<file path="config.mk">
export PLATFORM = sky130hd
export DESIGN_NAME = palloc_queue
export DESIGN_NICKNAME = d
export VERILOG_FILES = /design/src/hw/rtl/palloc_queue.sv
export SDC_FILE = /design/constraint.sdc
export NUM_CORES = 1
export LEC_CHECK = 0
export BUFFER_PORTS_ARGS = -buffer_cell sky130_fd_sc_hd__buf_2
export CORE_ASPECT_RATIO = 1.1
export CORE_MARGIN = 3
export CORE_UTILIZATION = 48
export CTS_CLUSTER_DIAMETER = 40
export DETAILED_ROUTE_END_ITERATION = 6
export PLACE_DENSITY = 0.83
export SLEW_MARGIN = 20
export SYNTH_ARGS = -nofsm -noshare
export SYNTH_HDL_FRONTEND = slang
export SYNTH_SLANG_ARGS = --single-unit
export TNS_END_PERCENT = 1
</file>
<file path="constraint.sdc">
create_clock -name clock -period 1.4 [get_ports clock]
set_input_delay 0.28 -clock clock [delete_from_list [all_inputs] [get_ports clock]]
set_output_delay 0.28 -clock clock [all_outputs]
set_load 0.1 [all_outputs]
</file>
<file path="src/hw/rtl/palloc_queue.sv">
// palloc_queue: small register fifo between the decode front and the execute back
// depth must be a power of two; no dependencies
module palloc_queue #(
   parameter int WIDTH = 8,
   parameter int DEPTH = 2
) (
   input  logic             clock,
   input  logic             reset,
   input  logic             push,
   input  logic [WIDTH-1:0] push_data,
   output logic             push_ready,
   input  logic             pop,
   output logic             pop_valid,
   output logic [WIDTH-1:0] pop_data
);

   localparam int PTR_W = $clog2(DEPTH);
   localparam int CNT_W = $clog2(DEPTH + 1);

   logic [WIDTH-1:0] slot_ff [DEPTH];
   logic [PTR_W-1:0] wr_ptr_ff, wr_ptr_in;
   logic [PTR_W-1:0] rd_ptr_ff, rd_ptr_in;
   logic [CNT_W-1:0] count_ff, count_in;

   assign push_ready = (count_ff != CNT_W'(DEPTH));
   assign pop_valid  = (count_ff != '0);
   assign pop_data   = slot_ff[rd_ptr_ff];

   always_comb begin
      wr_ptr_in = wr_ptr_ff;
      rd_ptr_in = rd_ptr_ff;
      count_in  = count_ff;
      if (push) begin
         wr_ptr_in = wr_ptr_ff + 1'b1;
      end
      if (pop) begin
         rd_ptr_in = rd_ptr_ff + 1'b1;
      end
      if (push && !pop) begin
         count_in = count_ff + 1'b1;
      end else if (pop && !push) begin
         count_in = count_ff - 1'b1;
      end
   end

   always_ff @(posedge clock) begin
      if (reset) begin
         wr_ptr_ff <= '0;
         rd_ptr_ff <= '0;
         count_ff  <= '0;
      end else begin
         wr_ptr_ff <= wr_ptr_in;
         rd_ptr_ff <= rd_ptr_in;
         count_ff  <= count_in;
      end
   end

   always_ff @(posedge clock) begin
      if (push) begin
         slot_ff[wr_ptr_ff] <= push_data;
      end
   end

endmodule

</file>
[Word level (Yosys, flattened, before mapping)]
Memories as Yosys holds them, arrays and structs flattened. A register that Yosys moved wholly into a read port is not among the register bits.
Index checks and enable logic that the tools add are counted.
Cells by class
  add/subtract/negate cells: 4
  eq/ne operators: 1
  multiplexer cells: 6
  reductions and logical operators: 6
Operators with widths (count)
  $mux W1: 4
  $mux W2: 2
  $reduce_bool A2 Y1: 2
  $add A1 B1 Y1 const B: 2
  $add A2 B1 Y2 const B: 1
  $logic_and A1 B1 Y1: 2
  $logic_not A1 Y1: 2
  $ne A2 B2 Y1 const B: 1
  $sub A2 B1 Y2 const B: 1
Storage, ports and cells
  register bits: 4
  memory bits (writable): 16
  logic and storage cells: 21
  memories kept: 1
Memory list
  slot_ff: depth 2, width 8, read ports 1, clocked after memory_dff 1, wr ports 1, line 20  | logic [WIDTH-1:0] slot_ff [DEPTH];

[Longest topological paths before layout]
Gate-level depths: netlist of run 1.
  depth after elaboration: 4
  depth in mapped cells: 5
  depth with buffers taken out: 5

[Least setup slack after synthesis of run 1]
Ideal clock, no wire load.
  kind: register -> output
  start: register with a tool-made name
  end: output port pop_data[0]
  arrival time: 1216 ps
  setup slack: -96 ps
  stages on the path, launching flop included: 3
  path through: dfxtp_1 > buf_2 > mux2_1
RTL lines
  end, declared: line 14  | output logic [WIDTH-1:0] pop_data

==> flow_summary.ini, run 1 <==
[status]
status = finished, violations left
violations = negative setup slack

[floorplanning]
start_util = 0.5387
num_io_pins = 22
die-height_um = 48.37
rows = 14
die-area_um2 = 2153
fp.dieW_um = 44.52
coreArea_um2 = 1454

[grt]
grt_pass1_wl_um = 2256
grt_max_degree = 12
grt_usage = 0.1477
antenna_found_initial = 0
grt_pass1_vias = 450
grt.overflow.total = 0

[critical_path]
r2r-end = slot_ff[1][2]
worst-r2r-setup-slack_ns = 0.29
required_ns = 1.12
crit_top_cell = buf_12
critPathSlowestCell = dfxtp_2
r2r_cells = 1
crit_type = reg -> out
crit_path_cell_trace = buf_12, mux2_4, buf_12
crit_buf_inv = 2
crit_fanout = 8
crit_path_start_kind = flop
cp_top_family = flip-flops
critPathMaxStageDelay_ns = 0.36
cp-end-kind = primary output
r2r-start = wr_ptr_ff
cp.arrival_ns = 1.29

[min_path]
hold_path.class = in -> reg
hold_path_end = slot_ff[0][5]
hold_depth = 1
min_from = push_data[5]

[sta]
fin_hold_ws_ns = 0.1675
tightest_slew_ns = 0.3804
rsz0062_at_grt = true
finalCritPeriodShare = 1.123
fmax_ghz = 0.6362
period_needed_ns = 1.572
fin_ws_ns = -0.1719
worst_clock_skew_ns = 0.009540
max-slew-margin-rel = 0.7464
report.final.slew_viol_count = 0
setup_viol_count_final = 8
hold_viol = 0

[pwr]
combPwrFrac = 0.369
p_seq_frac = 0.456
p_per_area_nw_per_um2 = 1429
power.total_mw = 1.632
swShare = 0.3465
p_leak_nw = 0.4705
internal_power_mw = 1.067
netSwitchingPower_uw = 565.6
clock_power_share = 0.175
ir_worst_vdd_mv = 0.9605

[yosys]
synth_area_leaders = edfxtp_1, dfxtp_1, mux2_1
syn_inst = 47
yosysTopAreaCell = edfxtp_1
yosysTopAreaCellShare = 0.6134
syn-cell-area_um2 = 783.3
avgSynthCellArea_um2 = 16.66
ys_seq_elements = 21
ys_seq_area_frac = 0.7412
synth_warnings = 0
syn-num-nets = 60
synth.distinct_cells = 16

[clock_tree]
cts-buffers-inserted = 3
cts_num_sinks = 21
clk_pin_slew_ns = 0.12
post_cts_buffers = 0
clkLatencyLatePin_ns = 0.30
htreeDepth = 1
clockBufferDepth = 2
root_buffer = clkbuf_4
cts_hold_buf = 0
cts_tree = yes

[drt]
ant_nets = 0
vias = 469
dr.pass1.iters = 4
drtIter0Drc = 5
avgViaCountPerCell = 5.270
drcViolationCount = 0
totalWireLength_um = 1436
wl_per_cell_um = 16.13

[layout]
syn_to_final_growth_pct = 45.85
drive_gt1_frac = 0.5068
nNetsFinal = 87
design_area_um2 = 1142
antenna_cells = 0

[placement]
gp_congestion = 0.6465
port_buffers = 21
placed_area_um2 = 960.9

[job]
cap_violations = 0
==> cell families (layout without fill, tap and decap cells) <==
kind of cell / Yosys count / after routing / synth area share
flops: 21 / 21 / 0.7412
compound gates: 2 / 2 / 0.01277
simple gates: 9 / 9 / 0.05913
xor+xnor: 4 / 4 / 0.04474
fa+ha+maj: 1 / 1 / 0.01597
mux: 8 / 8 / 0.1150
buf+inv: 2 / 28 / 0.01117
==> flip-flops by register name (all words and copies together), names as in the netlist, named ones only <==
register and cells:
count_ff 2, wr_ptr_ff 1, slot_ff 16, rd_ptr_ff 1
==> power by group through the flow <==
stage / Combinational (mW) / Sequential (mW) / Clock, mW
final: 0.603 / 0.744 / 0.285
after global routing: 0.625 / 0.749 / 0.317
after CTS: 0.598 / 0.743 / 0.278
after detailed placement: 0.477 / 0.755 / 0
after global placement: 0.466 / 0.751 / 0
after floorplan: 0.353 / 0.747 / 0
==> synthesized netlist by cell type <==
| library cell | count |
|---|---|
| edfxtp_1 | 16 |
| mux2_1 | 8 |
| dfxtp_1 | 5 |
| nor2_1 | 4 |
| xnor2_1 | 2 |
| xor2_1 | 2 |
| a21oi_1 | 1 |
| and2_1 | 1 |
| buf_2 | 1 |
| ha_1 | 1 |
| inv_1 | 1 |
| nand2b_1 | 1 |
| nor2b_1 | 1 |
| o21ai_0 | 1 |
| or2_1 | 1 |
| or3_1 | 1 |
==> cells in the final DEF (no fill, tap or decap), types with 2 or more instances in the layout <==
master    netlist  routed
mux2_4          0       8
nor2_1          4       4
clkbuf_4        0       3
xnor2_1         2       2
xor2_1          2       2
dfxtp_2         0       2
buf_12          0      11
edfxtp_1       16      16
dfxtp_1         5       3
buf_2           1      11
==> through the flow <==
| stage | utilization | cells | setup TNS, ns | setup slack [ns] |
|---|---|---|---|---|
| finish | 0.7857 | 89 | -1.310 | -0.1719 |
| global route | 0.7857 | 89 | -1.662 | -0.2166 |
| CTS | 0.7831 | 89 | -1.250 | -0.1593 |
| detailed placement | 0.6609 | 85 | 0 | 0.02227 |
| global placement | 0.6609 | 85 | 0 | 0.04155 |
| floorplan | - | 47 | -0.6906 | -0.09499 |
==> layout make-up <==
cell class | count | area, um^2
tap | 16 | 20.02
multi-input combinational | 24 | 226.5
fill | 77 | 311.5
timing repair buffer | 23 | 282.8
clock buffer | 4 | 26.28
sequential | 21 | 583.1
inverter | 1 | 3.754
==> how the worst max path moves through the flow <==
stage,from,depth (start not counted),to,slack (ns)
CTS,flop,3,pop_data[4],-0.16
finish,flop,3,pop_data[4],-0.17
detailed placement,flop,3,pop_data[1],0.02
floorplan,flop,2,pop_data[1],-0.09
global placement,flop,3,pop_data[5],0.04
global route,flop,3,pop_data[1],-0.22
==> what timing repair did <==
action / in CTS / in global routing
hold endpoints to repair: 0 / 0
setup endpoints to repair: 8 / 10
pin swaps: 0 / 0
gates cloned: 0 / 0
gates resized for setup: 48 / 2
==> metal layers <==
layer	share of wire	GRT usage	up-vias
met2	0.54	0.2464	15
met4	0.010	0.04523	0
met5	0	0	-
met1	0.41	0.1926	232
li1	-	-	220
met3	0.043	0.02222	2
Note: power is estimated with default switching activity, not from simulation.
==> inputs of run 2 (changes only) <==
- ABC_AREA: not set -> 1
- CORE_UTILIZATION: 48 -> 49
- PLACE_DENSITY: 0.83 -> 0.84
- TNS_END_PERCENT: 1 -> not set
==> run 2 against run 1 <==
The run still ends with negative setup slack left. Flip-flop and latch count unchanged. Cell count increased by 12%. Clock-buffer cell count decreased by 1.
==> flow_summary.ini, run 2 <==
[layout]
design_area_um2 = 1162
nNetsFinal = 98
fill_cells = 90
final_util = 0.7995
drive_gt1_frac = 0.4643
syn_to_final_growth_pct = 43.36
reg_top3 = slot_ff x16, count_ff x2
antenna_cells = 0
largest_reg_flops = 16
regMostFlops = slot_ff
final_cell_mix = edfxtp_1, buf_2, buf_12
layout_commonest_cell = edfxtp_1

[yosys]
synth-async-reset-ratio = 0
ys_seq_area_frac = 0.7160
avgSynthCellArea_um2 = 13.98
synth_flop_cell = edfxtp_1
synth_most_common_cell = edfxtp_1
yosysTopAreaCell = edfxtp_1
syn-num-nets = 71
synth.distinct_cells = 16
synth_warnings = 0
yosysTopAreaCellShare = 0.5926
synth_common_cells = edfxtp_1, inv_1, mux2_2, nand2_1
syn-cell-area_um2 = 810.8
synth_area_leaders = edfxtp_1, dfxtp_1, mux2_2
ys_seq_elements = 21
syn_inst = 58
synth_edf_count = 16

[sta]
max-slew-margin-rel = 0.7649
fin_ws_ns = -0.1537
period_needed_ns = 1.554
report.final.slew_viol_count = 0
hold_viol = 0
worst_clock_skew_ns = 0.005691
fmax_ghz = 0.6436
tightest_slew_ns = 0.3523
rsz0062_at_grt = true
setup_viol_count_final = 8
finalCritPeriodShare = 1.110
fin_hold_ws_ns = 0.1523

[floorplanning]
num_io_pins = 22
start_util = 0.5577
coreArea_um2 = 1454
die-area_um2 = 2179
rows = 14
die-height_um = 48.66
fp.dieW_um = 44.79

[status]
status = finished, violations left
violations = negative setup slack

[placement]
hpwl_um = 974.2
gp_congestion = 0.6460
placed_area_um2 = 982.2
port_buffers = 21

[critical_path]
cp-end-kind = primary output
required_ns = 1.12
crit_type = reg -> out
crit_buf_inv = 2
cp.arrival_ns = 1.27
cp_top_family = flip-flops
crit_path_cell_trace = buf_12, mux2_4, buf_12
crit_fanout = 8
critPathSlowestCell = dfxtp_2
critPathMaxStageDelay_ns = 0.36
crit_path_start_kind = flop
crit_top_cell = buf_12

[pwr]
power.total_mw = 1.554
ir_worst_vdd_mv = 1.049
p_leak_nw = 0.5109
p_per_area_nw_per_um2 = 1337

[clock_tree]
root_buffer = clkbuf_4
cts_num_sinks = 21
htreeDepth = 1
cts-buffers-inserted = 3
cts_tree = yes
clkLatencyLatePin_ns = 0.30
clk_pin_slew_ns = 0.11
cts_hold_buf = 0
clockBufferDepth = 2

[grt]
grt_max_degree = 13
grt.overflow.total = 0
grt_pass1_vias = 533
antenna_found_initial = 0
grt_pass1_wl_um = 2346
grt_usage = 0.1480

[job]
cap_violations = 0

[drt]
drcViolationCount = 0
wl_per_cell_um = 13.83
drtIter0Drc = 16
ant_nets = 0
totalWireLength_um = 1383
dr.pass1.iters = 4
vias = 496
avgViaCountPerCell = 4.960

[min_path]
hold_path.class = in -> reg
run 2: what timing repair did:
item,in CTS,in global routing
endpoints found under the setup margin,8,9
hold endpoints to repair,0,0
gates resized for setup,41,1
cloned,0,0
buffers inserted,0,0
run 2: area by class of cell:
type	instances	area (um^2)	area share
clock buffer	3	22.52	0.01938
multi-input combinational	27	215.2	0.1851
inverter	9	33.78	0.02906
sequential	21	583.1	0.5016
timing repair buffer	23	282.8	0.2433
tap	16	20.02	0.01722
clock inverter	1	5.005	0.004306
run 2: per-layer routing:
metal | part of all wire | vias up | wire length [um] | track usage
li1 | - | 249 | - | -
met1 | 0.42 | 226 | 577 | 0.1854
met2 | 0.51 | 19 | 709 | 0.2464
met3 | 0.064 | 2 | 88 | 0.02593
met4 | 0.0058 | 0 | 8 | 0.05854
met5 | 0 | - | 0 | 0
run 2: worst reg2reg max path: stages (launching register included):
cell and delay, ns:
dfxtp_1 0.38, nand2_1 0.06, inv_1 0.27
run 2: stage by stage:
step | TNS, ns | cells | worst slack, ns
after floorplan | 0 | 58 | 0.07077
after global placement | 0 | 96 | 0.03884
after detailed placement | 0 | 96 | 0.04155
after CTS | -1.261 | 100 | -0.1594
after global routing | -1.626 | 100 | -0.2074
final | -1.218 | 100 | -0.1537
run 2: path summary, 6_finish.rpt:
check	startpoint	endpoint	slack, ns	cells after the start
worst max-delay path	flop	pop_data[2]	-0.15	3
worst min-delay path	reset	flop	0.15	2
worst max register to register	wr_ptr_ff	slot_ff[1][1]	0.37	2
worst min register to register	count_ff[0]	count_ff[0]	0.47	1
run 2: report_power, final:
group          total, mW  switching [mW]  leakage [nW]  internal, mW
clock network      0.282           0.175        0.0177         0.106
logic              0.540           0.336         0.301         0.204
registers          0.732          0.0185         0.192         0.714
total               1.55           0.529         0.511          1.02
run 2: cell families (layout without fill, tap and decap cells):
family / count (synthesis) / after routing / synth area share
xor gates and xnor gates: 1 / 1 / 0.01080
and+or+nand+nor: 15 / 15 / 0.07870
adders and majority gates: 1 / 1 / 0.01543
muxes: 8 / 8 / 0.1111
DFF: 21 / 21 / 0.7161
AOI/OAI and AO/OA: 2 / 2 / 0.01233
buffers and inverters: 10 / 36 / 0.05555
