### src/hw/rtl/palloc_pkg.sv
// palloc_pkg: shared types and codes for the page allocator
// command codes, status codes and the decoded command record passed front to back
// no dependencies
package palloc_pkg;

   localparam logic [2:0] CMD_ALLOC   = 3'd0;
   localparam logic [2:0] CMD_FREE    = 3'd1;
   localparam logic [2:0] CMD_INC     = 3'd2;
   localparam logic [2:0] CMD_DEC     = 3'd3;
   localparam logic [2:0] CMD_GET     = 3'd4;
   localparam logic [2:0] CMD_NFREE   = 3'd5;

   localparam logic [16:0] FREE_MAX   = 17'h1FFFF;

   typedef enum logic [2:0] {
      OP_ALLOC = 3'd0,
      OP_FREE  = 3'd1,
      OP_INC   = 3'd2,
      OP_DEC   = 3'd3,
      OP_GET   = 3'd4,
      OP_NFREE = 3'd5,
      OP_NOP   = 3'd6
   } op_type;

   typedef enum logic [2:0] {
      ST_OK        = 3'd0,
      ST_BAD_ADDR  = 3'd1,
      ST_EMPTY     = 3'd2,
      ST_BUSY      = 3'd3,
      ST_OVERFLOW  = 3'd4,
      ST_UNDERFLOW = 3'd5
   } status_type;

   // decoded command, the page index travels beside it
   typedef struct packed {
      op_type op;
      logic   addr_ok;
   } cmd_info_type;

endpackage

### src/hw/rtl/palloc_front.sv
// palloc_front: command decode and physical address check
// holds the first usable page register; depends on palloc_pkg
module palloc_front
   import palloc_pkg::*;
#(
   parameter int NUM_PAGES  = 65536,
   parameter int PAGE_BYTES = 4096
) (
   input  logic                         clock,
   input  logic                         reset,
   input  logic                         csr_valid,
   input  logic [15:0]                  csr_data,
   input  logic [2:0]                   cmd,
   input  logic [31:0]                  phys_addr,
   output cmd_info_type                 info,
   output logic [$clog2(NUM_PAGES)-1:0] page_idx
);

   localparam int IDX_W = $clog2(NUM_PAGES);
   localparam int OFS_W = $clog2(PAGE_BYTES);
   localparam int PN_W  = 32 - OFS_W;
   localparam logic [31:0] PAGE_LIMIT = 32'(NUM_PAGES);

   logic [15:0]     first_page_ff;
   logic [15:0]     first_page_in;
   logic [PN_W-1:0] page_num;
   logic            aligned;
   logic            in_range;

   always_comb begin
      first_page_in = first_page_ff;
      if (csr_valid) begin
         first_page_in = csr_data;
      end
   end

   always_ff @(posedge clock) begin
      if (reset) begin
         first_page_ff <= '0;
      end else begin
         first_page_ff <= first_page_in;
      end
   end

   assign page_num = phys_addr[31:OFS_W];
   assign aligned  = (phys_addr[OFS_W-1:0] == '0);
   assign in_range = (32'(page_num) >= 32'(first_page_ff)) && (32'(page_num) < PAGE_LIMIT);
   assign page_idx = IDX_W'(page_num);

   always_comb begin
      info.addr_ok = aligned && in_range;
      unique case (cmd)
         CMD_ALLOC: info.op = OP_ALLOC;
         CMD_FREE:  info.op = OP_FREE;
         CMD_INC:   info.op = OP_INC;
         CMD_DEC:   info.op = OP_DEC;
         CMD_GET:   info.op = OP_GET;
         CMD_NFREE: info.op = OP_NFREE;
         default:   info.op = OP_NOP;
      endcase
   end

endmodule

### config.mk
export PLATFORM = sky130hd
export DESIGN_NAME = palloc_front
export DESIGN_NICKNAME = d
export VERILOG_FILES = /design/src/hw/rtl/palloc_pkg.sv /design/src/hw/rtl/palloc_front.sv
export SDC_FILE = /design/constraint.sdc
export NUM_CORES = 1
export LEC_CHECK = 0
export BUFFER_PORTS_ARGS = -buffer_cell sky130_fd_sc_hd__buf_2
export CAP_MARGIN = 25
export CORE_UTILIZATION = 45
export DETAILED_ROUTE_END_ITERATION = 10
export GPL_ROUTABILITY_DRIVEN = 0
export PLACE_DENSITY = 0.83
export SYNTH_ARGS = -nofsm -noshare
export SYNTH_HDL_FRONTEND = slang
export SYNTH_SLANG_ARGS = --single-unit
### constraint.sdc
create_clock -name clock -period 3.5 [get_ports clock]
set_input_delay 0.525 -clock clock [delete_from_list [all_inputs] [get_ports clock]]
set_output_delay 0.525 -clock clock [all_outputs]
set_load 0.01 [all_outputs]
* Word level (Yosys, flattened, before mapping)
Index checks and enable logic that the tools add are counted.
** Cells by class
- Equal/unequal tests :: 5
- Reduce and logical (&&, ||, !) cells :: 4
- Mux-type cells :: 1
- Order comparisons :: 2
** Operators by type and width (count)
- 20-bit by 16-bit >= comparator with 1-bit output :: 1
- 20-bit by 17-bit less-than comparator with 1-bit output (second input constant) :: 1
- 3-bit one-hot mux with 6 select lines :: 1
- 12-bit zero test :: 1
- 3-bit by 2-bit equality test with 1-bit output (second input constant) :: 2
- 3-bit equality test (second input constant) :: 2
- 3-bit by 1-bit equality test with 1-bit output (second input constant) :: 1
- 3-bit zero test :: 1
- 1-bit logical AND :: 2
** Word-level totals
- Word-level logic and storage cells :: 13
- Output and inout bits :: 20
- Register bits :: 16

* Logic depth before layout (Yosys ltp)
Gate-level depths: netlist (run 1).
- Depth in word-level cells :: 3
- Depth in mapped cells :: 7
- Mapped depth without buffers :: 7

* Worst setup path after synthesis (run 1)
Ideal clock, no wire load.
- Kind :: input to output
- From :: in phys_addr[12]
- To :: out info[0] (netlist name)
- Arrival time :: 1.677 ns
- Buffers on the path :: 0
- Setup slack :: 1.298 ns
- Stages on the path :: 7
- Path through :: inv_1 > ha_1 > nand2b_4 > a2111oi_4 > nor4_1 > o31ai_1 > a31oi_1
** RTL lines
- start: declaration :: line palloc_front.sv:14 : input logic [31:0] phys_addr,
- end: declaration :: line palloc_front.sv:15 : output cmd_info_type info,

==> results.py, run 1 <==
metrics = {
    "logic_synthesis": {
        "xor_xnor_fraction_of_synth_area_pct": 0,
        "synthDistinctLibCells": 25,
        "synthesis.yosys.warnings": 0,
        "postSynthNetCount": 198,
        "ys_async_sr_fraction_pct": 0,
        "main_combinational_cell_family_by_area_after_synthesis": "buffers and inverters",
        "synth_flop_cell": "sky130_fd_sc_hd__dfxtp_1",
        "syn_inst": 128,
        "post_synth_fa_ha_maj_area_fraction_pct": 17.60,
        "synth_sequential_area_ratio_pct": 28.16,
        "yosys-mux-area-fraction_pct": 14.08,
        "synth-seq-cells": 16,
        "synth-edff-count": 0,
        "synth_area_per_cell_um2": 8.885,
        "post_synth_and_or_nand_nor_area_fraction_pct": 12.65,
        "share_of_the_synthesized_area_in_compound_gates_ao_oa_aoi_oai_pct": 9.241,
        "synth_area_um2": 1137,
    },
    "route": {
        "wl_per_cell_um": 11.80,
        "routed_wirelength_um": 2489,
        "dr.pass1.iters": 4,
        "via_count": 1042,
        "first_iter_violations": 8,
        "drc_violation_count_after_routing": 0,
        "via_per_inst": 4.938,
        "final_antenna_net_count": 0,
    },
    "final_layout": {
        "num-fill-cells": 187,
        "largest_register_ffs": 16,
        "layout.nets": 254,
        "largestRegisters": "first_page_ff (16)",
        "diodes": 0,
        "final_layout_size_suffix_gt1_share_pct": 43.17,
        "registers.top_by_ff_count": "first_page_ff",
        "area.growth.synth_to_final_pct": 25.41,
    },
    "power": {
        "p_per_area_nw_per_um2": 309.5,
        "fin_total_pwr_mw": 0.4414,
        "leakage_nw": 0.7591,
        "worst_ir_drop_vdd_v": 0.0001954,
    },
    "floorplanning": {
        "initial_core_util_pct": 49.51,
        "core_area_um2": 2297,
        "die_area_um2": 2733,
        "row_count": 17,
        "die-height_um": 52.28,
        "num_io_pins": 74,
        "die_w_um": 52.28,
    },
    "critical_path": {
        "setup.worst_path.start_class": "input port",
        "largest_stage_delay_on_the_critical_path_ps": 330,
        "crit_top_cell": "sky130_fd_sc_hd__buf_2",
        "setup.worst_path.class": "input port to primary output",
        "cp.arrival_ps": 1930,
        "critPathSlowestCell": "sky130_fd_sc_hd__a2111oi_4",
        "timing.critical_path.cells": "buf_2 -> inv_1 -> ha_1 -> nand2b_4 -> a2111oi_4 -> nor4_1 -> o31ai_1 -> a31oi_1 -> buf_2",
        "critical_path_required_ps": 2970,
        "worst_setup_path_end_kind": "primary output",
        "crit_fanout": 2,
    },
    "place": {
        "dp_hpwl_um": 2104,
        "number_of_buffers_added_on_ports": 73,
    },
    "clock_tree": {
        "cts-hold-fix-buffers": 0,
        "tritoncts_clock_tree": "yes",
        "cts_inserted_buffers": 3,
        "cts-root-buf": "sky130_fd_sc_hd__clkbuf_4",
        "ctsResizeCount": 0,
        "clkTransAtPathRegs_ps": 100,
        "buffers_from_clock_root_to_sink_at_most": 2,
        "clkSinkCount": 16,
        "post_cts_setup_repair_bufs": 0,
        "h-tree-depth": 1,
        "insertion_delay_ps": 290,
    },
    "global_routing": {
        "grt_antenna_before_repair": 0,
        "grt_max_degree": 17,
        "number_of_global_route_vias_before_repair": 993,
        "grt_usage_pct": 18.81,
        "grt.overflow.total": 0,
        "first_pass_grt_wire_length_um": 3767,
    },
    "sta": {
        "slew_at_the_pin_with_the_worst_max_slew_slack_ps": 471.0,
        "tns_ps": 0,
        "rsz0062_at_grt": "false",
        "max_freq_ghz": 0.4066,
        "clock-skew-final_ps": 0,
        "drv_slew": 0,
        "setup_violations": 0,
        "final_hold_viol_count": 0,
        "rel_slew_slack_pct": 68.60,
        "post-route-min-period_ps": 2459,
        "final_min_period_over_clock_period_pct": 70.26,
    },
    "run_status": {
        "outcome": "finished, final reports clean",
    },
    "min_path": {
        "timing.hold.worst.class": "input port to flip-flop",
    },
    "job": {
        "maxCapViolations": 0,
    },
}
## layout by cell type, fill, tap and decap left out
cell / count
sky130_fd_sc_hd__a2111oi_4: 1
sky130_fd_sc_hd__a21boi_0: 1
sky130_fd_sc_hd__a21o_1: 1
sky130_fd_sc_hd__a21oi_1: 5
sky130_fd_sc_hd__a31oi_1: 1
sky130_fd_sc_hd__and4_1: 1
sky130_fd_sc_hd__buf_2: 73
sky130_fd_sc_hd__clkbuf_4: 3
sky130_fd_sc_hd__clkbuf_8: 1
sky130_fd_sc_hd__dfxtp_1: 16
sky130_fd_sc_hd__ha_1: 16
sky130_fd_sc_hd__inv_1: 16
sky130_fd_sc_hd__mux2i_1: 16
sky130_fd_sc_hd__nand2_1: 2
sky130_fd_sc_hd__nand2b_4: 1
sky130_fd_sc_hd__nand3_1: 1
sky130_fd_sc_hd__nand4_1: 2
sky130_fd_sc_hd__nor2_1: 16
sky130_fd_sc_hd__nor3_1: 1
sky130_fd_sc_hd__nor4_1: 5
sky130_fd_sc_hd__o211ai_1: 1
sky130_fd_sc_hd__o21a_1: 1
sky130_fd_sc_hd__o221ai_1: 1
sky130_fd_sc_hd__o31ai_1: 1
## metal layers
layer | global-route usage, % | routed length [um] | part of all wire, %
met4 | 10.53 | 59 | 2.4
met2 | 39.32 | 1397 | 56
met3 | 3.188 | 162 | 6.5
met5 | 0 | 0 | 0
met1 | 16.14 | 870 | 35
## worst paths after layout
path	start	to	slack, ps	cells past startpoint
setup reg to reg	first_page_ff[7]	first_page_ff[7]	2870	2
hold reg to reg	first_page_ff[15]	first_page_ff[15]	500	2
setup / recovery	phys_addr[12]	info[0]	1040	9
hold / removal	csr_data[0]	first_page_ff[0]	470	3
## metrics by stage
stage               setup slack (ps)  hold slack, ps  utilization [%]  cell area (um^2)  cells
CTS                             1021           466.6            62.09              1426    211
global placement                1026           473.6            60.51              1390    207
global route                   934.5           469.2            62.09              1426    211
floorplan                       1298           460.4                -              1137    128
finish                          1041           472.5            62.09              1426    211
detailed placement              1022           486.2            60.51              1390    207
## Yosys cell counts (2+ instances only)
cell type	number	area, um^2
sky130_fd_sc_hd__buf_4	17	127.6
sky130_fd_sc_hd__dfxtp_1	16	320.3
sky130_fd_sc_hd__ha_1	16	200.2
sky130_fd_sc_hd__inv_1	16	60.06
sky130_fd_sc_hd__mux2i_1	16	160.2
sky130_fd_sc_hd__nor2_1	16	60.06
sky130_fd_sc_hd__a21oi_1	5	25.02
sky130_fd_sc_hd__nor4_1	5	31.28
sky130_fd_sc_hd__clkbuf_1	3	11.26
sky130_fd_sc_hd__nand2_1	2	7.510
sky130_fd_sc_hd__nand4_1	2	12.51
## final cells by class
| class | instances | area [um^2] | area share (%) |
|---|---|---|---|
| sequential | 16 | 320.3 | 22.46 |
| multi-input combinational | 74 | 609.3 | 42.72 |
| timing repair buffer | 73 | 365.4 | 25.61 |
| inverter | 16 | 60.06 | 4.211 |
| tap | 28 | 35.03 | 2.456 |
| clock buffer | 4 | 36.28 | 2.544 |
## worst max-delay path, delay by kind of cell
kind,cells,cell delay [ps]
compound gates,3,640
fa+ha+maj,1,270
buf+inv,3,280
simple gates,2,220
## power breakdown
group	internal, mW	switching, mW
Clock	0.0633	0.0589
Combinational	0.0623	0.0586
Sequential	0.193	0.00544
Total	0.319	0.123
## kinds of logic (layout without fill, tap and decap cells)
family / after synthesis / in the layout
mux: 16 / 16
flops: 16 / 16
compound gates: 13 / 13
fa+ha+maj: 16 / 16
simple gates: 29 / 29
buf+inv: 38 / 93
No activity file was read; power rests on OpenSTA's default activity.
==> run 2: changes to the inputs <==
--- a/config.mk
+++ b/config.mk
@@ -7,10 +7,10 @@
 export LEC_CHECK = 0
 export BUFFER_PORTS_ARGS = -buffer_cell sky130_fd_sc_hd__buf_2
 export CAP_MARGIN = 25
-export CORE_UTILIZATION = 45
+export CORE_UTILIZATION = 38
 export DETAILED_ROUTE_END_ITERATION = 10
 export GPL_ROUTABILITY_DRIVEN = 0
-export PLACE_DENSITY = 0.83
+export PLACE_DENSITY = 0.74
 export SYNTH_ARGS = -nofsm -noshare
 export SYNTH_HDL_FRONTEND = slang
 export SYNTH_SLANG_ARGS = --single-unit
==> constraint.sdc (replaced) <==
create_clock -name clock -period 2.2 [get_ports clock]
set_input_delay 0.33 -clock clock [delete_from_list [all_inputs] [get_ports clock]]
set_output_delay 0.33 -clock clock [all_outputs]
set_load 0.01 [all_outputs]
==> run 2 against run 1 <==
Against the previous run:
- the run now ends with design-rule violations left
- cell count rose by 1.9%
- combinational power rose by 76%
- sequential share of layout area fell by 1.2 points
- die area is 18% higher
- critical endpoint unchanged
- largest cell class unchanged
- highest routed layer unchanged
==> results.py, run 2 (same netlist as run 1, synthesis figures left out) <==
metrics = {
    "floorplanning": {
        "die_area_um2": 3216,
        "core_area_um2": 2805,
        "die_w_um": 56.71,
        "row_count": 19,
        "initial_core_util_pct": 40.54,
        "die-height_um": 56.71,
        "num_io_pins": 74,
    },
    "final_layout": {
        "largestRegisters": "first_page_ff (16)",
        "final_cell_area_um2": 1545,
        "largest_register_ffs": 16,
        "layout_commonest_cell": "sky130_fd_sc_hd__buf_2",
        "layout.nets": 255,
        "utilization_pct": 55.08,
        "final_layout_size_suffix_gt1_share_pct": 54.35,
        "registers.top_by_ff_count": "first_page_ff",
        "stdcell_count": 215,
        "area.growth.synth_to_final_pct": 35.86,
        "layout.cells.most_common_list": "sky130_fd_sc_hd__buf_2, sky130_fd_sc_hd__mux2i_1, sky130_fd_sc_hd__nor2_1",
        "diodes": 0,
    },
    "critical_path": {
        "setup.worst_path.class": "flip-flop to primary output",
        "critPathSlowestCell": "sky130_fd_sc_hd__dfxtp_2",
        "largest_stage_delay_on_the_critical_path_ps": 350,
        "cp.arrival_ps": 1850,
        "timing.critical_path.cells": "inv_2 -> ha_4 -> o21a_1 -> o211ai_1 -> nor4_2 -> o31ai_1 -> a31oi_1 -> buf_2",
        "crit_fanout": 2,
        "setup.worst_path.start_class": "flip-flop",
        "critical_path_required_ps": 1870,
        "worst_setup_path_end_kind": "primary output",
    },
    "sta": {
        "final_min_period_over_clock_period_pct": 99.17,
        "drv_slew": 0,
        "slew_at_the_pin_with_the_worst_max_slew_slack_ps": 482.6,
        "timing.final.ws_setup_ps": 18.17,
        "final_hold_viol_count": 0,
        "rsz0062_at_grt": "true",
        "max_freq_ghz": 0.4583,
        "clock-skew-final_ps": 0,
        "setup_violations": 0,
        "rel_slew_slack_pct": 67.83,
        "tns_ps": 0,
        "post-route-min-period_ps": 2182,
        "fin_hold_ws_ps": 268.7,
    },
    "place": {
        "instance_count_after_placement_with_tap_cells_included": 210,
        "detailed_place.area_um2": 1394,
        "dp_worst_setup_slack_ps": 89.88,
        "dp_hpwl_um": 1992,
        "number_of_buffers_added_on_ports": 73,
    },
    "route": {
        "first_iter_violations": 22,
        "wl_per_cell_um": 11.39,
        "via_count": 1045,
        "routed_wirelength_um": 2448,
        "dr.pass1.iters": 6,
        "via_per_inst": 4.860,
        "final_antenna_net_count": 0,
        "drc_violation_count_after_routing": 16,
    },
    "clock_tree": {
        "insertion_delay_ps": 290,
        "clkSinkCount": 16,
        "cts_inserted_buffers": 3,
        "buffers_from_clock_root_to_sink_at_most": 2,
        "cts-root-buf": "sky130_fd_sc_hd__clkbuf_4",
        "h-tree-depth": 1,
        "cts-hold-fix-buffers": 0,
        "tritoncts_clock_tree": "yes",
        "clkTransAtPathRegs_ps": 100,
    },
    "global_routing": {
        "grt_usage_pct": 15.43,
        "first_pass_grt_wire_length_um": 3822,
        "grt_max_degree": 17,
        "number_of_global_route_vias_before_repair": 1003,
        "grt.overflow.total": 0,
        "grt_antenna_before_repair": 0,
    },
    "power": {
        "fin_total_pwr_mw": 0.7261,
        "p_per_area_nw_per_um2": 469.9,
        "leakage_nw": 0.7703,
        "worst_ir_drop_vdd_v": 0.0003643,
    },
    "min_path": {
        "timing.hold.worst.class": "input port to flip-flop",
    },
    "run_status": {
        "outcome": "finished with violations",
        "violations_in_the_final_reports": "design-rule violations",
    },
    "job": {
        "maxCapViolations": 0,
    },
}
[run 2: cell types whose count changed in the layout (fill, tap and decap cells not counted), moves of 4 or more]
| cell | previous run | this run |
|---|---|---|
| sky130_fd_sc_hd__dfxtp_2 | 0 | 7 |
| sky130_fd_sc_hd__inv_2 | 0 | 4 |
| sky130_fd_sc_hd__ha_4 | 0 | 7 |
| sky130_fd_sc_hd__dfxtp_1 | 16 | 9 |
| sky130_fd_sc_hd__inv_1 | 16 | 12 |
| sky130_fd_sc_hd__ha_1 | 16 | 9 |
[run 2: final timing paths]
check	startpoint	to	slack, ps	cells after the start
setup reg to reg	first_page_ff[2]	first_page_ff[2]	1470	3
hold / removal	csr_data[13]	first_page_ff[13]	270	3
hold reg to reg	first_page_ff[10]	first_page_ff[10]	490	2
setup / recovery	first_page_ff[2]	info[0]	20	8
[run 2: metal layers]
| metal | vias to the layer above | GRT usage [%] | share of wire, % |
|---|---|---|---|
| met5 | - | 0 | 0 |
| met4 | 0 | 6.429 | 1.6 |
| met3 | 5 | 1.843 | 7.1 |
| met2 | 56 | 30.61 | 48 |
| met1 | 455 | 15.94 | 43 |
| li1 | 529 | - | - |
[run 2: area by class of cell]
type | count | area [um^2]
clock buffers | 4 | 36.28
fillers | 274 | 1260
inverters | 16 | 60.06
multi-input cells | 74 | 708.2
flip-flops and latches | 16 | 329.1
well taps | 31 | 38.79
repair buffers | 74 | 372.9
[run 2: worst max-delay path, delay by kind of cell, from the launching register on]
family,cells,cell delay (ps)
adder cells (fa/ha/maj),1,220
flip-flops,1,350
AO/OA/AOI/OAI,4,730
buffers and inverters,2,190
AND/OR/NAND/NOR,1,90
[run 2: power by group]
part	internal, mW	switching, mW	total, mW	leakage, nW
Clock	0.101	0.0946	0.195	0.0210
Sequential	0.308	0.00961	0.318	0.135
Combinational	0.112	0.101	0.213	0.615
[run 2: timing repair]
action,CTS,global route
setup endpoints to repair,1,1
buffers inserted,0,1
pin swaps,9,7
resized for setup,15,5
==> run 3: changes to the inputs <==
--- a/config.mk
+++ b/config.mk
@@ -10,6 +10,7 @@
 export CORE_UTILIZATION = 38
 export DETAILED_ROUTE_END_ITERATION = 10
 export GPL_ROUTABILITY_DRIVEN = 0
+export GPL_TIMING_DRIVEN = 0
 export PLACE_DENSITY = 0.74
 export SYNTH_ARGS = -nofsm -noshare
 export SYNTH_HDL_FRONTEND = slang
==> run 3 against run 2 <==
Against the previous run:
- the flow finishes with violations (design-rule violations, negative setup slack)
- critical path depth is 1 lower
- total power is 0.16% higher
- fmax is 1.5% lower
- register-to-register slack better by 110 ps
- sequential power hardly changed
- critical endpoint unchanged
- clock-buffer cell count stayed put
- die area stayed put
- combinational power is 3% higher
- first-iteration DRC count is 23% higher
- clock skew stayed put
- design area is 4.9% higher
- flip-flop and latch count stayed put
==> results.py, run 3 (same netlist as run 1, synthesis figures left out) <==
metrics = {
    "run_status": {
        "outcome": "finished with violations",
        "violations_in_the_final_reports": "design-rule violations, negative setup slack",
    },
    "power": {
        "leakage_nw": 0.8436,
        "fin_total_pwr_mw": 0.7272,
        "seq_pwr_share_pct": 43.5,
        "p_per_area_nw_per_um2": 448.8,
        "worst_ir_drop_vdd_v": 0.0003400,
        "clock_power_share_pct": 26.4,
        "p_sw_share_pct": 27.08,
        "comb_power_share_pct": 30.1,
        "p_sw_mw": 0.1969,
        "cell_internal_pwr_mw": 0.5303,
    },
    "final_layout": {
        "layout_commonest_cell": "sky130_fd_sc_hd__buf_2",
        "final_layout_size_suffix_gt1_share_pct": 51.23,
        "stdcell_count": 234,
        "layout.nets": 274,
        "diodes": 0,
        "largestRegisters": "first_page_ff (16)",
        "layout.cells.most_common_list": "sky130_fd_sc_hd__buf_2, sky130_fd_sc_hd__buf_4, sky130_fd_sc_hd__mux2i_1, sky130_fd_sc_hd__nor2_1, sky130_fd_sc_hd__inv_1",
        "largest_register_ffs": 16,
        "area.growth.synth_to_final_pct": 42.46,
        "registers.top_by_ff_count": "first_page_ff",
    },
    "sta": {
        "timing.final.ws_setup_ps": -14.15,
        "final_min_period_over_clock_period_pct": 100.6,
        "slew_at_the_pin_with_the_worst_max_slew_slack_ps": 466.3,
        "drv_slew": 0,
        "clock-skew-final_ps": 0,
        "rel_slew_slack_pct": 68.91,
        "post-route-min-period_ps": 2214,
        "rsz0062_at_grt": "true",
        "final_hold_viol_count": 0,
        "setup_violations": 1,
        "max_freq_ghz": 0.4516,
    },
    "clock_tree": {
        "cts_inserted_buffers": 3,
        "clkTransAtPathRegs_ps": 100,
        "clkSinkCount": 16,
        "insertion_delay_ps": 280,
        "tritoncts_clock_tree": "yes",
        "buffers_from_clock_root_to_sink_at_most": 2,
        "cts-root-buf": "sky130_fd_sc_hd__clkbuf_4",
        "h-tree-depth": 1,
        "cts-hold-fix-buffers": 0,
    },
    "critical_path": {
        "setup.worst_path.start_class": "flip-flop",
        "setup.worst_path.class": "flip-flop to primary output",
        "worst_setup_path_end_kind": "primary output",
        "critical_path_required_ps": 1870,
        "timing.critical_path.buf_inv": 1,
        "rrSetupSlack_ps": 1580,
        "largest_stage_delay_on_the_critical_path_ps": 360,
        "timing.critical_path.cells": "ha_4 -> nand2b_4 -> a2111oi_4 -> nor4_2 -> o31ai_1 -> a31oi_1 -> buf_2",
        "cp.arrival_ps": 1880,
        "worst_path_dominant_cell_family": "compound AO/OA/AOI/OAI gates",
        "crit_fanout": 2,
        "critPathSlowestCell": "sky130_fd_sc_hd__dfxtp_2",
    },
    "global_routing": {
        "grt.overflow.total": 0,
        "grt_antenna_before_repair": 0,
        "first_pass_grt_wire_length_um": 3719,
        "grt_max_degree": 11,
        "number_of_global_route_vias_before_repair": 988,
        "grt_usage_pct": 14.58,
    },
    "floorplanning": {
        "die-height_um": 56.71,
        "num_io_pins": 74,
        "initial_core_util_pct": 40.54,
        "core_area_um2": 2805,
        "die_w_um": 56.71,
        "die_area_um2": 3216,
        "row_count": 19,
    },
    "route": {
        "drc_violation_count_after_routing": 16,
        "wl_per_cell_um": 9.679,
        "first_iter_violations": 27,
        "routed_wirelength_um": 2265,
        "final_antenna_net_count": 0,
        "via_per_inst": 4.590,
        "via_count": 1074,
        "dr.pass1.iters": 7,
    },
    "place": {
        "dp_hpwl_um": 1954,
        "instance_count_after_placement_with_tap_cells_included": 230,
        "number_of_buffers_added_on_ports": 71,
    },
    "job": {
        "maxCapViolations": 0,
    },
    "min_path": {
        "timing.hold.worst.class": "input port to flip-flop",
    },
}
[run 3: cell type report]
type	count	area, um^2
Multi-Input combinational cell	74	658.1
Timing Repair Buffer	71	355.3
Sequential cell	16	324.1
Fill cell	279	1185
Clock buffer	4	36.28
Inverter	16	60.06
Buffer	22	147.6
Tap cell	31	38.79
[run 3: worst min-delay path: cells and delay by family]
family | cells | cell delay (ps)
buffers and inverters | 1 | 70
muxes | 1 | 50
and+or+nand+nor | 1 | 70
[run 3: path summary, 6_finish.rpt]
kind	endpoint	from	depth (start not counted)
worst min register to register	first_page_ff[3]	first_page_ff[3]	2
worst max-delay path	info[0]	first_page_ff[0]	7
worst min-delay path	first_page_ff[3]	csr_data[3]	3
worst max register to register	first_page_ff[0]	first_page_ff[0]	2
[run 3: stage by stage]
step	hold WS [ps]	utilization [%]	area (um^2)	setup TNS (ps)	worst slack, ps
finish	272.7	57.76	1620	-14.15	-14.15
global route	278.5	57.76	1620	-143.5	-143.5
CTS	262.0	57.58	1615	-119.4	-119.4
detailed placement	480.1	54.59	1531	-1.771	-1.771
global placement	473.7	54.59	1531	-5.535	-5.535
floorplan	460.4	-	1137	0	387.5
[run 3: power groups by stage]
stage               Sequential, mW  Clock [mW]  Combinational (mW)
floorplan                    0.320           0               0.129
global placement             0.321           0               0.209
detailed placement           0.322           0               0.212
CTS                          0.317       0.203               0.222
global route                 0.319       0.215               0.250
finish                       0.316       0.192               0.219
[run 3: what timing repair did]
action	CTS	global route
resized for setup	8	1
pin swaps	7	3
cloned	0	0
endpoints found under the hold margin	0	0
setup buffers	0	0
setup endpoints to repair	1	1
[run 3: layer usage]
metal	routed length (um)	global-route usage [%]
met3	225	2.074
met4	14	6.429
met1	1015	17.23
met5	0	0
met2	1010	25.85
